File: src/hdl/qpn_pkg.sv
// Package for the normalized quaternion product unit.
// It holds the widths, the queue depth and the word type that passes from front to back.
// It depends on nothing else.
`default_nettype none
package qpn_pkg;
    // Fraction bits of the fixed-point components.
    localparam int FRAC_BITS = 28;
    localparam int DATA_W    = 32;
    // Products and signed sums of four products.
    localparam int MUL_W     = 2 * DATA_W;
    localparam int TERM_W    = MUL_W + 1;
    localparam int SUM_W     = MUL_W + 2;
    // Bit length of a magnitude, and the scaled component width.
    localparam int SH_W      = $clog2(SUM_W + 1);
    localparam int Q_W       = DATA_W - 1;
    localparam int Q2_W      = 2 * Q_W;
    localparam int S_W       = 64;
    localparam int REM_W     = S_W + 1;
    // Quotient of q^2 * 2^(2F) / S, and its square root.
    localparam int QUO_W     = 2 * FRAC_BITS + 1;
    localparam int M_W       = FRAC_BITS + 1;
    localparam int SQ_W      = 2 * FRAC_BITS + 2;
    // Queue between the front and the back.
    localparam int QUEUE_DEPTH = 4;
    localparam int QPTR_W      = $clog2(QUEUE_DEPTH);
    localparam int QCNT_W      = $clog2(QUEUE_DEPTH + 1);

    // One scaled product: four magnitudes and their signs.
    typedef struct packed {
        logic [3:0]          neg;
        logic [3:0][Q_W-1:0] q;
    } t_qitem;
endpackage
`default_nettype wire

File: src/hdl/qpn_queue.sv
// Short queue that decouples the front from the back.
// Depends on qpn_pkg.
`default_nettype none
module qpn_queue (
    input  logic            i_clk,
    input  logic            i_rst_n,
    input  logic            i_push,
    input  qpn_pkg::t_qitem i_data,
    output logic            o_full,
    output logic            o_empty,
    input  logic            i_pop,
    output qpn_pkg::t_qitem o_data
);
    import qpn_pkg::*;

    t_qitem              r_mem [QUEUE_DEPTH];
    logic [QPTR_W-1:0]   r_wr, r_rd;
    logic [QCNT_W-1:0]   r_cnt;
    logic                w_push, w_pop;

    assign o_full  = (r_cnt == QCNT_W'(QUEUE_DEPTH));
    assign o_empty = (r_cnt == '0);
    assign w_push  = i_push && !o_full;
    assign w_pop   = i_pop && !o_empty;
    assign o_data  = r_mem[r_rd];

    // Pointers and fill count.
    always_ff @(posedge i_clk) begin
        if (!i_rst_n) begin
            r_wr  <= '0;
            r_rd  <= '0;
            r_cnt <= '0;
        end else begin
            if (w_push) begin
                r_wr <= r_wr + 1'b1;
            end
            if (w_pop) begin
                r_rd <= r_rd + 1'b1;
            end
            r_cnt <= r_cnt + QCNT_W'(w_push) - QCNT_W'(w_pop);
        end
    end

    // Storage.
    always_ff @(posedge i_clk) begin
        if (w_push) begin
            r_mem[r_wr] <= i_data;
        end
    end
endmodule
`default_nettype wire

File: config.mk
export PLATFORM = sky130hd
export DESIGN_NAME = qpn_queue
export DESIGN_NICKNAME = d
export VERILOG_FILES = /design/src/hdl/qpn_pkg.sv /design/src/hdl/qpn_queue.sv
export SDC_FILE = /design/constraint.sdc
export NUM_CORES = 1
export LEC_CHECK = 0
export BUFFER_PORTS_ARGS = -buffer_cell sky130_fd_sc_hd__clkbuf_2
export CORE_UTILIZATION = 57
export CTS_CLUSTER_DIAMETER = 200
export DETAILED_ROUTE_END_ITERATION = 6
export PLACE_DENSITY_LB_ADDON = 0.1
export SYNTH_ARGS = -nofsm -noshare
export SYNTH_HDL_FRONTEND = slang
export SYNTH_SLANG_ARGS = --single-unit
export TNS_END_PERCENT = 20
File: constraint.sdc
create_clock -name i_clk -period 4.7 [get_ports i_clk]
set_input_delay 0.235 -clock i_clk [delete_from_list [all_inputs] [get_ports i_clk]]
set_output_delay 0.235 -clock i_clk [all_outputs]
set_load 0.02 [all_outputs]
==> qor.yml <==
setup_violations: 0
outcome: "complete, no violations"
drt_iter0_drc: 543
fill_cells: 1973
gp_congestion: 0.675
ios: 262
drtPass1Iterations: 7
p_seq_frac: 0.471
maxCapViolations: 0
synth_area_leaders: "edfxtp_1, mux4_2, buf_12, dfxtp_1, ha_1"
ff_latch_area_mm2: 0.0156
drive_above_1_share: 0.399
finalSetupTns_ns: 0
multi_input_area_mm2: 0.00316
dp_slack_ns: 2.08
syn_area_mm2: 0.0191
fp-row-count: 66
hold_class: "in2reg"
yosysTopAreaCell: "edfxtp_1"
path_cells: "buf_12 > mux4_2 > clkbuf_2"
maxSlewHeadroom: 0.318
top_usage_layer: "met2"
synth.top_cells.by_count: "edfxtp_1, mux4_2, buf_2"
yosys_warnings: 0
coreArea_mm2: 0.0327
irDropWorstVdd_mv: 0.400
antenna_left: 0
fmax_mhz: 357
synthArstFlopShare: 0
p_leak_uw: 0.00803
routed_wl_um: 35000
slew_violations: 0
worstSetupPathType: "reg2out"
worst_slack_ns: 1.90
final_cells: 1623
met3_usage: 0.0552
seq_area_frac_synth: 0.816
p_int_uw: 8990
die_x_um: 185
synth_edf_count: 512
synth_cells: 719
track_usage: 0.208
remaining_drc_errors: 0
swShare: 0.272
r2r_start: "r_cnt[2]$_SDFF_PN0_"
via_count: 8835
max_stage_delay_ns: 0.75
grt-ovfl-total: 0
ys_seq_elements: 521
cp.buffers_inverters: 2
cts.path.max_buffers: 3
crit_fanout: 51
synthFlopType: "edfxtp_1"
power_density_mw_per_mm2: 523
p_comb_frac: 0.227
h-tree-depth: 2
grt.met1_usage: 0.276
clock-skew-final_ns: 0.00983
cts_buffers: 51
cts.sinks: 521
finalCritPeriodShare: 0.597
initial_core_util: 0.583
wl_per_cell_um: 21.5
io_buffers: 261
synth_most_common_cell: "edfxtp_1"
dp_hpwl_um: 20000
antenna_found_initial: 3
clkLatencyLatePin_ns: 0.54
grt_pass1_vias: 9491
use_met2: 0.346
synth_nets: 858
tightest_slew_ns: 1.02
worstSetupEndpointType: "primary output"
final_nets: 1282
die_h_um: 185
required_ns: 4.47
p_clk_frac: 0.301
rsz0062_at_grt: "false"
via_per_inst: 5.44
finalCriticalPeriod_ns: 2.80
syn-mean-instance-area_um2: 26.5
post_cts_resized: 0
clkTransAtPathRegs_ns: 0.06
cts-root-buf: "clkbuf_16"
crit_family: "flip-flops"
synth_top_cell_area_share: 0.807
fp.dieArea_mm2: 0.0342
synth.distinct_cells: 21
area_growth_pct: 23.8
hold_start: "i_rst_n"
grt_max_degree: 98
cp_slowest_cell: "dfxtp_4"
placed_cells: 1404
post_cts.repair.setup_buffers: 0
startpoint_type: "flip-flop"
hold_viol_final: 0
cts_tree: "yes"
worstPathArrival_ns: 2.57
p_switching_uw: 3350
grt_pass1_wl_um: 52800
-- placed cells by master (no fill, tap or decap), types with 7 or more instances in the layout --
master,n
clkinv_2,7
clkinv_1,9
clkbuf_1,18
clkbuf_16,53
mux4_2,128
clkbuf_2,261
edfxtp_1,512
dfxtp_1,7
buf_12,7
dlygate4sd3_1,128
-- area by class of cell --
| cell class | count | area share |
|---|---|---|
| flip-flops and latches | 521 | 0.660 |
| multi-input cells | 162 | 0.134 |
| repair buffers | 401 | 0.117 |
| clock buffers | 71 | 0.0591 |
| well taps | 442 | 0.0234 |
| clock inverters | 18 | 0.00546 |
| inverters | 6 | 0.000955 |
| diodes | 2 | 0.000212 |
-- power groups by stage --
stage	Combinational [uW]	Sequential (uW)	Clock, uW
2_1_floorplan	2070	5860	0
3_3_place_gp	2760	5900	0
3_5_place_dp	2770	5920	0
4_1_cts	2870	5830	3810
5_1_grt	3010	5870	3970
6_report	2800	5820	3720
-- routing by layer --
layer  share of wire  vias to the layer above
li1                -                     3955
met1            0.41                     4562
met2            0.50                      255
met3           0.073                       61
met4           0.018                        2
met5         0.00037                        -
-- metrics by stage --
stage               power (uW)  hold WS (ns)  instance area [um^2]  utilization
floorplan                 7930         0.334                 19100            -
global placement          8660         0.452                 20800        0.636
detailed placement        8690         0.455                 20800        0.636
CTS                      12500        0.0190                 23600        0.721
global route             12900        0.0589                 23600        0.721
finish                   12300        0.0461                 23600        0.721
-- path summary, 6_finish.rpt --
kind                                                to  slack [ns]  depth (start not counted)
worst max-delay path                        o_data[30]        1.90                          3
worst min-delay path               r_cnt[0]$_SDFF_PN0_        0.05                          2
worst max register to register  r_mem[3][33]$_DFFE_PP_        2.13                          4
worst min register to register    r_rd[0]$_SDFFE_PN0P_        0.50                          2
-- sequential cells by signal, summed over array words and instances, names as in the netlist, named ones only --
name / cells
r_cnt: 3
r_mem: 512
r_rd: 2
r_wr: 2
-- worst register-to-register path, cell delays in order, from the launching register on --
cell and delay, ns:
dfxtp_1 0.34, nor3b_1 0.16, nor2b_1 0.46, and2_4 0.90, buf_12 0.39
-- cell families (layout without fill, tap and decap cells) --
group | after synthesis | count (layout) | synth area share
flops | 521 | 521 | 0.816
mux | 130 | 130 | 0.152
buf+inv | 36 | 496 | 0.0181
simple gates | 19 | 19 | 0.00598
fa+ha+maj | 7 | 7 | 0.00499
compound gates | 4 | 4 | 0.00118
xor+xnor | 2 | 2 | 0.000920
other cells | 0 | 2 | 0
-- timing repair --
action                                  CTS  global route
endpoints found under the hold margin   512             0
endpoints found under the setup margin    0             0
hold buffers                            128             0
Power figures use the tool's default switching activity.
